--- config.mk ---
export PLATFORM = sky130hd
export DESIGN_NAME = modular_exponentiation_top
export DESIGN_NICKNAME = d
export VERILOG_FILES = /design/src/design/mexp_pkg.sv /design/src/design/mexp_modmul.sv /design/src/design/mexp_seq.sv /design/src/design/modular_exponentiation_top.sv
export SDC_FILE = /design/constraint.sdc
export NUM_CORES = 1
export LEC_CHECK = 0
export BUFFER_PORTS_ARGS = -buffer_cell sky130_fd_sc_hd__buf_4
export CAP_MARGIN = 0
export CORE_ASPECT_RATIO = 0.5
export CORE_MARGIN = 4
export CORE_UTILIZATION = 65
export DETAILED_ROUTE_END_ITERATION = 10
export GPL_TIMING_DRIVEN = 0
export PLACE_DENSITY = 0.89
export REMOVE_ABC_BUFFERS = 1
export SETUP_SLACK_MARGIN = 0.02
export SKIP_LAST_GASP = 1
export SLEW_MARGIN = 15
export SYNTH_ARGS = -nofsm -noshare
export SYNTH_HDL_FRONTEND = slang
export SYNTH_SLANG_ARGS = --single-unit
--- constraint.sdc ---
create_clock -name clk -period 7.8 [get_ports clk]
set_input_delay 0.78 -clock clk [delete_from_list [all_inputs] [get_ports clk]]
set_output_delay 0.78 -clock clk [all_outputs]
set_load 0.005 [all_outputs]
--- src/design/mexp_pkg.sv ---
`timescale 1ns / 1ps
// ----------------------------------------------------------------------------
// mexp_pkg
// Shared types and constants for the modular exponentiation block.
// ----------------------------------------------------------------------------
package mexp_pkg;

  localparam int MOD_W  = 31;             // modulus and residue width
  localparam int BASE_W = 63;             // base and exponent field width
  localparam int SER_W  = 63;             // serial multiplier register width
  localparam int CNT_W  = 6;              // holds SER_W
  localparam int PAD_W  = SER_W - MOD_W;  // left-align pad for a residue

  localparam logic [MOD_W-1:0] MOD_RESET = 31'd998244353;
  localparam logic [CNT_W-1:0] NB_REDUCE = 6'd63;
  localparam logic [CNT_W-1:0] NB_MUL    = 6'd31;

  localparam logic OP_POWER   = 1'b0;
  localparam logic OP_INVERSE = 1'b1;

  typedef enum logic [2:0] {
    ST_IDLE,
    ST_REDUCE,
    ST_STEP,
    ST_MUL_ACC,
    ST_SQUARE,
    ST_FINISH
  } seq_state_t;

  // Request to the shared serial multiplier
  typedef struct packed {
    logic             start;
    logic [MOD_W-1:0] mcand;   // multiplicand, below the modulus
    logic [SER_W-1:0] mplier;  // multiplier, consumed from the top bit
    logic [CNT_W-1:0] nbits;   // number of multiplier bits to consume
  } mul_req_t;

  // Response from the shared serial multiplier
  typedef struct packed {
    logic             done;
    logic [MOD_W-1:0] product;
  } mul_rsp_t;

endpackage

--- src/design/mexp_modmul.sv ---
`timescale 1ns / 1ps
// ----------------------------------------------------------------------------
// mexp_modmul
// Bit-serial modular multiplier: r = 2r + (bit ? mcand : 0) mod m per cycle,
// multiplier bits taken from the top. Also reduces a wide value mod m when
// the multiplicand is one.
// ----------------------------------------------------------------------------
module mexp_modmul (
  input  logic                       clk,
  input  logic                       rst,
  input  logic [mexp_pkg::MOD_W-1:0] modulus,
  input  mexp_pkg::mul_req_t         req,
  output mexp_pkg::mul_rsp_t         rsp
);

  logic                       busy;
  logic                       done;
  logic [mexp_pkg::CNT_W-1:0] cnt;
  logic [mexp_pkg::MOD_W-1:0] r;
  logic [mexp_pkg::MOD_W-1:0] mcand;
  logic [mexp_pkg::SER_W-1:0] mplier;

  logic [mexp_pkg::MOD_W+1:0] t;
  logic [mexp_pkg::MOD_W+1:0] m1;
  logic [mexp_pkg::MOD_W+1:0] m2;
  logic [mexp_pkg::MOD_W+1:0] t_red;

  // Double, add, then bring back below the modulus (t < 3m)
  always_comb begin
    m1 = {2'b00, modulus};
    m2 = {1'b0, modulus, 1'b0};
    t  = {1'b0, r, 1'b0} + (mplier[mexp_pkg::SER_W-1] ? {2'b00, mcand} : '0);
    if (t >= m2) begin
      t_red = t - m2;
    end else if (t >= m1) begin
      t_red = t - m1;
    end else begin
      t_red = t;
    end
  end

  // Control: load on start, count down, pulse done after the last bit
  always_ff @(posedge clk) begin
    if (rst) begin
      busy <= 1'b0;
      done <= 1'b0;
      cnt  <= '0;
    end else begin
      done <= 1'b0;
      if (req.start && !busy) begin
        busy <= 1'b1;
        cnt  <= req.nbits;
      end else if (busy) begin
        cnt <= cnt - 1'b1;
        if (cnt == mexp_pkg::CNT_W'(1)) begin
          busy <= 1'b0;
          done <= 1'b1;
        end
      end
    end
  end

  // Datapath: accumulator and shifting multiplier
  always_ff @(posedge clk) begin
    if (req.start && !busy) begin
      r      <= '0;
      mcand  <= req.mcand;
      mplier <= req.mplier;
    end else if (busy) begin
      r      <= t_red[mexp_pkg::MOD_W-1:0];
      mplier <= {mplier[mexp_pkg::SER_W-2:0], 1'b0};
    end
  end

  assign rsp.done    = done;
  assign rsp.product = r;

endmodule

--- src/design/mexp_seq.sv ---
`timescale 1ns / 1ps
// ----------------------------------------------------------------------------
// mexp_seq
// Square-and-multiply sequencer: reduces the base, walks the exponent from
// the low bit, drives the shared multiplier and holds the result register.
// ----------------------------------------------------------------------------
module mexp_seq #(
  parameter int EXP_BITS = 63
) (
  input  logic                        clk,
  input  logic                        rst,
  input  logic [mexp_pkg::MOD_W-1:0]  modulus,
  input  logic                        in_valid,
  output logic                        in_ready,
  input  logic                        opcode,
  input  logic [mexp_pkg::BASE_W-1:0] base,
  input  logic [mexp_pkg::BASE_W-1:0] exponent,
  output logic                        out_valid,
  input  logic                        out_ready,
  output logic [mexp_pkg::MOD_W-1:0]  result,
  output mexp_pkg::mul_req_t          mul_req,
  input  mexp_pkg::mul_rsp_t          mul_rsp
);

  mexp_pkg::seq_state_t state;
  mexp_pkg::seq_state_t state_next;

  logic [mexp_pkg::MOD_W-1:0]  acc;
  logic [mexp_pkg::MOD_W-1:0]  run;
  logic [EXP_BITS-1:0]         ebits;
  logic [mexp_pkg::BASE_W-1:0] e_full;
  logic                        mod_small;
  logic                        in_xfer;
  logic                        out_load;

  assign mod_small = (modulus < mexp_pkg::MOD_W'(2));
  assign in_ready  = (state == mexp_pkg::ST_IDLE);
  assign in_xfer   = in_valid && in_ready;
  assign out_load  = (state == mexp_pkg::ST_FINISH) && (!out_valid || out_ready);

  // Inverse mode raises to modulus minus two
  assign e_full = (opcode == mexp_pkg::OP_INVERSE)
                ? {{(mexp_pkg::BASE_W-mexp_pkg::MOD_W){1'b0}}, modulus - mexp_pkg::MOD_W'(2)}
                : exponent;

  // State register
  always_ff @(posedge clk) begin
    if (rst) begin
      state <= mexp_pkg::ST_IDLE;
    end else begin
      state <= state_next;
    end
  end

  // Next state and multiplier requests
  always_comb begin
    state_next     = state;
    mul_req.start  = 1'b0;
    mul_req.mcand  = run;
    mul_req.mplier = {run, {mexp_pkg::PAD_W{1'b0}}};
    mul_req.nbits  = mexp_pkg::NB_MUL;
    unique case (state)
      mexp_pkg::ST_IDLE: begin
        if (in_valid) begin
          if (mod_small) begin
            state_next = mexp_pkg::ST_FINISH;
          end else begin
            mul_req.start  = 1'b1;
            mul_req.mcand  = mexp_pkg::MOD_W'(1);
            mul_req.mplier = base;
            mul_req.nbits  = mexp_pkg::NB_REDUCE;
            state_next     = mexp_pkg::ST_REDUCE;
          end
        end
      end
      mexp_pkg::ST_REDUCE: begin
        if (mul_rsp.done) begin
          state_next = mexp_pkg::ST_STEP;
        end
      end
      mexp_pkg::ST_STEP: begin
        if (ebits == '0) begin
          state_next = mexp_pkg::ST_FINISH;
        end else if (ebits[0]) begin
          mul_req.start = 1'b1;
          mul_req.mcand = acc;
          state_next    = mexp_pkg::ST_MUL_ACC;
        end else begin
          mul_req.start = 1'b1;
          state_next    = mexp_pkg::ST_SQUARE;
        end
      end
      mexp_pkg::ST_MUL_ACC: begin
        if (mul_rsp.done) begin
          mul_req.start = 1'b1;
          state_next    = mexp_pkg::ST_SQUARE;
        end
      end
      mexp_pkg::ST_SQUARE: begin
        if (mul_rsp.done) begin
          state_next = mexp_pkg::ST_STEP;
        end
      end
      mexp_pkg::ST_FINISH: begin
        if (!out_valid || out_ready) begin
          state_next = mexp_pkg::ST_IDLE;
        end
      end
      default: begin
        state_next = mexp_pkg::ST_IDLE;
      end
    endcase
  end

  // Working registers
  always_ff @(posedge clk) begin
    if (in_xfer) begin
      acc   <= mod_small ? '0 : mexp_pkg::MOD_W'(1);
      ebits <= e_full[EXP_BITS-1:0];
    end
    if (state == mexp_pkg::ST_REDUCE && mul_rsp.done) begin
      run <= mul_rsp.product;
    end
    if (state == mexp_pkg::ST_MUL_ACC && mul_rsp.done) begin
      acc <= mul_rsp.product;
    end
    if (state == mexp_pkg::ST_SQUARE && mul_rsp.done) begin
      run   <= mul_rsp.product;
      ebits <= ebits >> 1;
    end
  end

  // Output register: hold until the transfer completes
  always_ff @(posedge clk) begin
    if (rst) begin
      out_valid <= 1'b0;
    end else if (out_load) begin
      out_valid <= 1'b1;
    end else if (out_ready) begin
      out_valid <= 1'b0;
    end
  end

  always_ff @(posedge clk) begin
    if (out_load) begin
      result <= acc;
    end
  end

endmodule

--- src/design/modular_exponentiation_top.sv ---
`timescale 1ns / 1ps
// ----------------------------------------------------------------------------
// modular_exponentiation_top
// Modular power and Fermat inverse by right-to-left square and multiply.
// ----------------------------------------------------------------------------
// Channel   Dir  Content
// s_*       in   tuser[0] opcode; tdata[62:0] base, [125:63] exponent
// m_*       out  tdata[30:0] result
// modulus_* in   write enable and 31-bit modulus
//
// One item at a time. The base is reduced first; each exponent bit up to its
// highest set bit then takes a step state and a squaring, plus a multiply
// when the bit is set, all on the shared bit-serial multiplier.
// A modulus below two skips the multiplier and gives a result of zero. Reset is
// synchronous and restores the modulus to 998244353. A stalled result is held
// in the output register while the next item is taken.
// ----------------------------------------------------------------------------
module modular_exponentiation_top #(
  parameter int EXP_BITS = 63
) (
  input  logic         clk,
  input  logic         rst,
  input  logic         modulus_we,
  input  logic [30:0]  modulus_wdata,
  input  logic         s_tvalid,
  output logic         s_tready,
  input  logic [127:0] s_tdata,   // base [62:0], exponent [125:63], zero pad
  input  logic [0:0]   s_tuser,   // opcode [0]
  output logic         m_tvalid,
  input  logic         m_tready,
  output logic [31:0]  m_tdata    // result [30:0], zero pad
);

  logic [mexp_pkg::MOD_W-1:0] modulus;
  logic [mexp_pkg::MOD_W-1:0] result;
  mexp_pkg::mul_req_t         mul_req;
  mexp_pkg::mul_rsp_t         mul_rsp;

  // Modulus register
  always_ff @(posedge clk) begin
    if (rst) begin
      modulus <= mexp_pkg::MOD_RESET;
    end else if (modulus_we) begin
      modulus <= modulus_wdata;
    end
  end

  mexp_seq #(
    .EXP_BITS (EXP_BITS)
  ) u_seq (
    .clk       (clk),
    .rst       (rst),
    .modulus   (modulus),
    .in_valid  (s_tvalid),
    .in_ready  (s_tready),
    .opcode    (s_tuser[0]),
    .base      (s_tdata[62:0]),
    .exponent  (s_tdata[125:63]),
    .out_valid (m_tvalid),
    .out_ready (m_tready),
    .result    (result),
    .mul_req   (mul_req),
    .mul_rsp   (mul_rsp)
  );

  mexp_modmul u_modmul (
    .clk     (clk),
    .rst     (rst),
    .modulus (modulus),
    .req     (mul_req),
    .rsp     (mul_rsp)
  );

  assign m_tdata = {1'b0, result};

endmodule
==> impl_summary.md <==
Floorplan
The floorplan has 43 rows. The initial core utilization is 67.4%. The die height is 129 um. The I/O pin count is 199. The die boundary width is 250 um.

The die covers 32200 um^2. The core footprint is 28200 um^2.

Placed design
In this run the tool buffered the top-level ports with 195 buffer cells. The routability-driven placement congestion ratio is 1.00. The final HPWL from detailed placement is 39600 um.

Detailed routing
The final layout contains routed wiring with a total length of 54300 um. Using the TritonRoute via totals, the vias-per-cell ratio works out to 6.43. In the final routed layout, each cell accounts on average for 21.7 um. The total via count after detailed routing is 16.1k. For this run, design rule violations remaining after detail routing come to 0.

The number of iterations in the first detailed-routing pass is 9. For this block, the initial DRC count from the detailed router was 1850. The count of nets left with antenna violations once routing finished came out at 0.

Setup path
The type of destination of the critical path is a register. The data required time at the worst endpoint is 8.27 ns. The arrival time reported for the critical path endpoint is 7.81 ns. The class of the most critical setup path is reg -> reg. On the critical path, the stage with the largest delay is an instance of edfxtp_1. On the worst path, the slowest cell contributes a delay of 0.79 ns. STA classifies the critical path startpoint as a register.

Along the worst path, the maximum fanout reaches 31. Traced cell by cell, the critical path runs through and2_1 > ha_1 > fa_1 > a211oi_1 > o211ai_1 > a31oi_1 > o211ai_1 > o311ai_0 > nor2b_1 > xnor2_1 > ha_1 > nand4_1 > or4_1 > o21ai_0 > a31o_2 > or3_1 > nor2_1 > a221o_1.

Timing
Static timing analysis puts the maximum clock frequency at 136 MHz. The accumulated negative setup slack is 0 ns. The number of hold-slack violations in the final timing report is 0.

The post-route minimum period is 7.34 ns. The slew at the pin closest to its max-slew limit is 1.16 ns. Setup repair after global routing left no endpoint under its margin. The total count of max-transition violations in the final report came to 0. In this run the tightest slew margin relative to its limit is 22.6%. Across the routed clock network, the largest skew measured is 0.0265 ns.

Setup violations remaining at the end of the flow were counted as 0. The minimum hold slack is 0.427 ns. The final critical path takes up 94.1% of the cycle.

Cells and area
The area added between synthesis and finish is 14.7%. In the final design database the tool counted 2356 nets. The proportion of layout cells with a drive suffix above 1 is 13.8%. 0 antenna diodes ended up in the layout.

Min path
The path type of the worst min-delay path is in -> reg.

Flow run
The max-cap violation count is 0.

Pwr
In this run the power density over the cells is 491 nW/um^2. After layout, the design draws a total of 0.0107 W. The leakage power of the design is 8.69 nW. The worst vdd rail ir drop is 0.000234 V.

Outcome
The run finished with clean final reports.

Synth
For this run, the register share of the synthesized area comes to 47.2%. The fraction of registers with async set or reset after synthesis is 0%. The number of unique standard cell types used by synthesis is 78. The post-synth design cell area is 19000 um^2. For this run, the leading register cell type out of synthesis is edfxtp_1. Synthesis produced a netlist whose cell count is 1943.

The count of yosys warnings during synthesis is 0. The synthesized design contains 324 register bits. Dividing the synthesized area by the synthesized cell count gives 9.79 um^2. The number of enable flip-flop cells after synthesis is 249.

Clock tree
No sink is reached through more buffers than the 3 on the longest clock path. In this run the number of H-tree levels came out at 1. Buffers inserted during clock tree synthesis total 28. After clock tree synthesis, the repair step resized 0 gates. The clock tree from TritonCTS is done. The total setup buffers inserted after CTS is 0. The clock-pin transition on the worst setup and hold timing paths is 0.07 ns. The tree is rooted in a clkbuf_16. For the worst-skew pair, the clock arrives at the later sink with an insertion delay of 0.59 ns. The number of hold buffers added after CTS was 0. For this design, the sink count on the clock tree is 324.

GRT
The first global-routing pass estimated 83700 um of wire. Entering global routing, the biggest net connects 93 pins. The leftover overflow at the end of global routing is 0. In the global route stage, overall resource usage came out at 32.9%. The initial antenna violation count is 1. The number of global-route vias before repair was 15.4k.
through the flow:
step | worst slack [ns] | instances | utilization (%) | instance area (um^2)
2_1_floorplan | 1.86 | 1853 | - | 18600
3_3_place_gp | -0.889 | 2430 | 72.8 | 20600
3_5_place_dp | 0.754 | 2445 | 74.2 | 20900
4_1_cts | 0.700 | 2497 | 77.3 | 21800
5_1_grt | 0.0872 | 2497 | 77.3 | 21800
6_report | 0.464 | 2497 | 77.3 | 21800
area by class of cell:
class | instances | area (um^2)
Sequential cell | 324 | 8980
Clock buffer | 44 | 816
Timing Repair Buffer | 210 | 1780
Multi-Input combinational cell | 1462 | 9450
Tap cell | 382 | 478
Fill cell | 1878 | 6410
Inverter | 67 | 255
Clock inverter | 8 | 68.8
cells by family after synthesis:
logic type | count (synthesis) | share of synthesized area [%]
buffers and inverters | 157 | 3.43
AND/OR/NAND/NOR | 688 | 17.3
adder cells (fa/ha/maj) | 98 | 6.56
multiplexers | 86 | 4.53
other | 1 | 0.0197
flip-flops | 324 | 47.2
XOR/XNOR | 100 | 4.60
AO/OA/AOI/OAI | 489 | 16.3
power breakdown:
group | internal, W | leakage, nW | switching (W)
registers | 0.00257 | 3.01 | 0.000333
clock network | 0.000725 | 0.432 | 0.000650
logic | 0.00247 | 5.24 | 0.00397
routing by layer:
| metal | up-vias | part of all wire (%) | track usage (%) |
|---|---|---|---|
| met1 | 7596 | 42 | 47.1 |
| met2 | 917 | 43 | 50.6 |
| met5 | - | 0.024 | 0 |
| met4 | 2 | 2.6 | 8.60 |
| met3 | 121 | 12 | 8.66 |
| li1 | 7432 | - | - |
cell usage after synthesis (all sizes together), types with 19 or more instances:
cell type | n | area, um^2
edfxtp | 249 | 7480
xor2 | 25 | 219
o21ai | 187 | 936
a21oi | 101 | 509
nand2b | 39 | 244
xnor2 | 75 | 657
ha | 95 | 1190
dfxtp | 75 | 1500
nand3 | 64 | 320
mux2i | 85 | 851
o221ai | 19 | 166
and2 | 62 | 388
clkbuf | 61 | 231
inv | 65 | 244
a22o | 30 | 263
o211ai | 19 | 143
nor2 | 100 | 375
nor3 | 27 | 135
a21o | 22 | 165
nor4 | 25 | 171
nand2 | 286 | 1070
buf | 29 | 169
flip-flops by register name (all words and copies together) (netlist names), 6 cells and up:
register         count
u_seq.run           31
modulus             31
u_seq.ebits         63
u_modmul.mcand      31
u_seq.result        31
u_seq.acc           31
u_modmul.mplier     63
u_modmul.r          31
u_modmul.cnt         6
path summary, 6_finish.rpt:
check	from	end	slack, ns	depth (start not counted)
worst max-delay path	u_modmul.mplier[62]	u_modmul.r[27]	0.46	18
worst min-delay path	modulus_wdata[0]	modulus[0]	0.43	3
worst max register to register	u_modmul.mplier[62]	u_modmul.r[27]	0.46	18
worst min register to register	u_seq.acc[4]	u_seq.result[4]	0.45	0
cells in the final DEF (no fill, tap or decap), types with 7 or more instances in the layout:
cell type | synthesis | final
xnor2_1 | 75 | 75
o21bai_1 | 13 | 12
edfxtp_1 | 249 | 249
a221oi_1 | 7 | 7
or3_1 | 8 | 8
and2_1 | 62 | 62
xor2_1 | 25 | 25
and3_1 | 9 | 7
a22o_1 | 30 | 30
clkbuf_16 | 0 | 28
a211oi_1 | 11 | 11
ha_1 | 95 | 95
a21o_1 | 22 | 21
dfxtp_1 | 75 | 75
o221ai_1 | 19 | 19
nor2_1 | 100 | 98
inv_1 | 65 | 63
o211ai_1 | 19 | 19
mux2i_1 | 85 | 85
a21oi_1 | 100 | 100
nand2_1 | 286 | 284
a31oi_1 | 13 | 13
buf_16 | 0 | 8
nor2b_1 | 10 | 10
o21ai_1 | 19 | 18
nor4_1 | 24 | 24
or2_2 | 11 | 11
buf_4 | 6 | 198
a31o_2 | 7 | 7
clkbuf_1 | 59 | 8
o21ai_0 | 168 | 168
nor3_1 | 27 | 27
nand3_1 | 64 | 64
nand2b_1 | 39 | 39
nand4_1 | 17 | 17
critical path, delay by kind of cell (launching register included):
| family | cells | cell delay (ns) |
|---|---|---|
| compound gates | 8 | 2.60 |
| simple gates | 6 | 2.46 |
| fa+ha+maj | 3 | 1.17 |
| flops | 1 | 0.79 |
| xor+xnor | 1 | 0.20 |
Note: power is estimated with default switching activity, not from simulation.
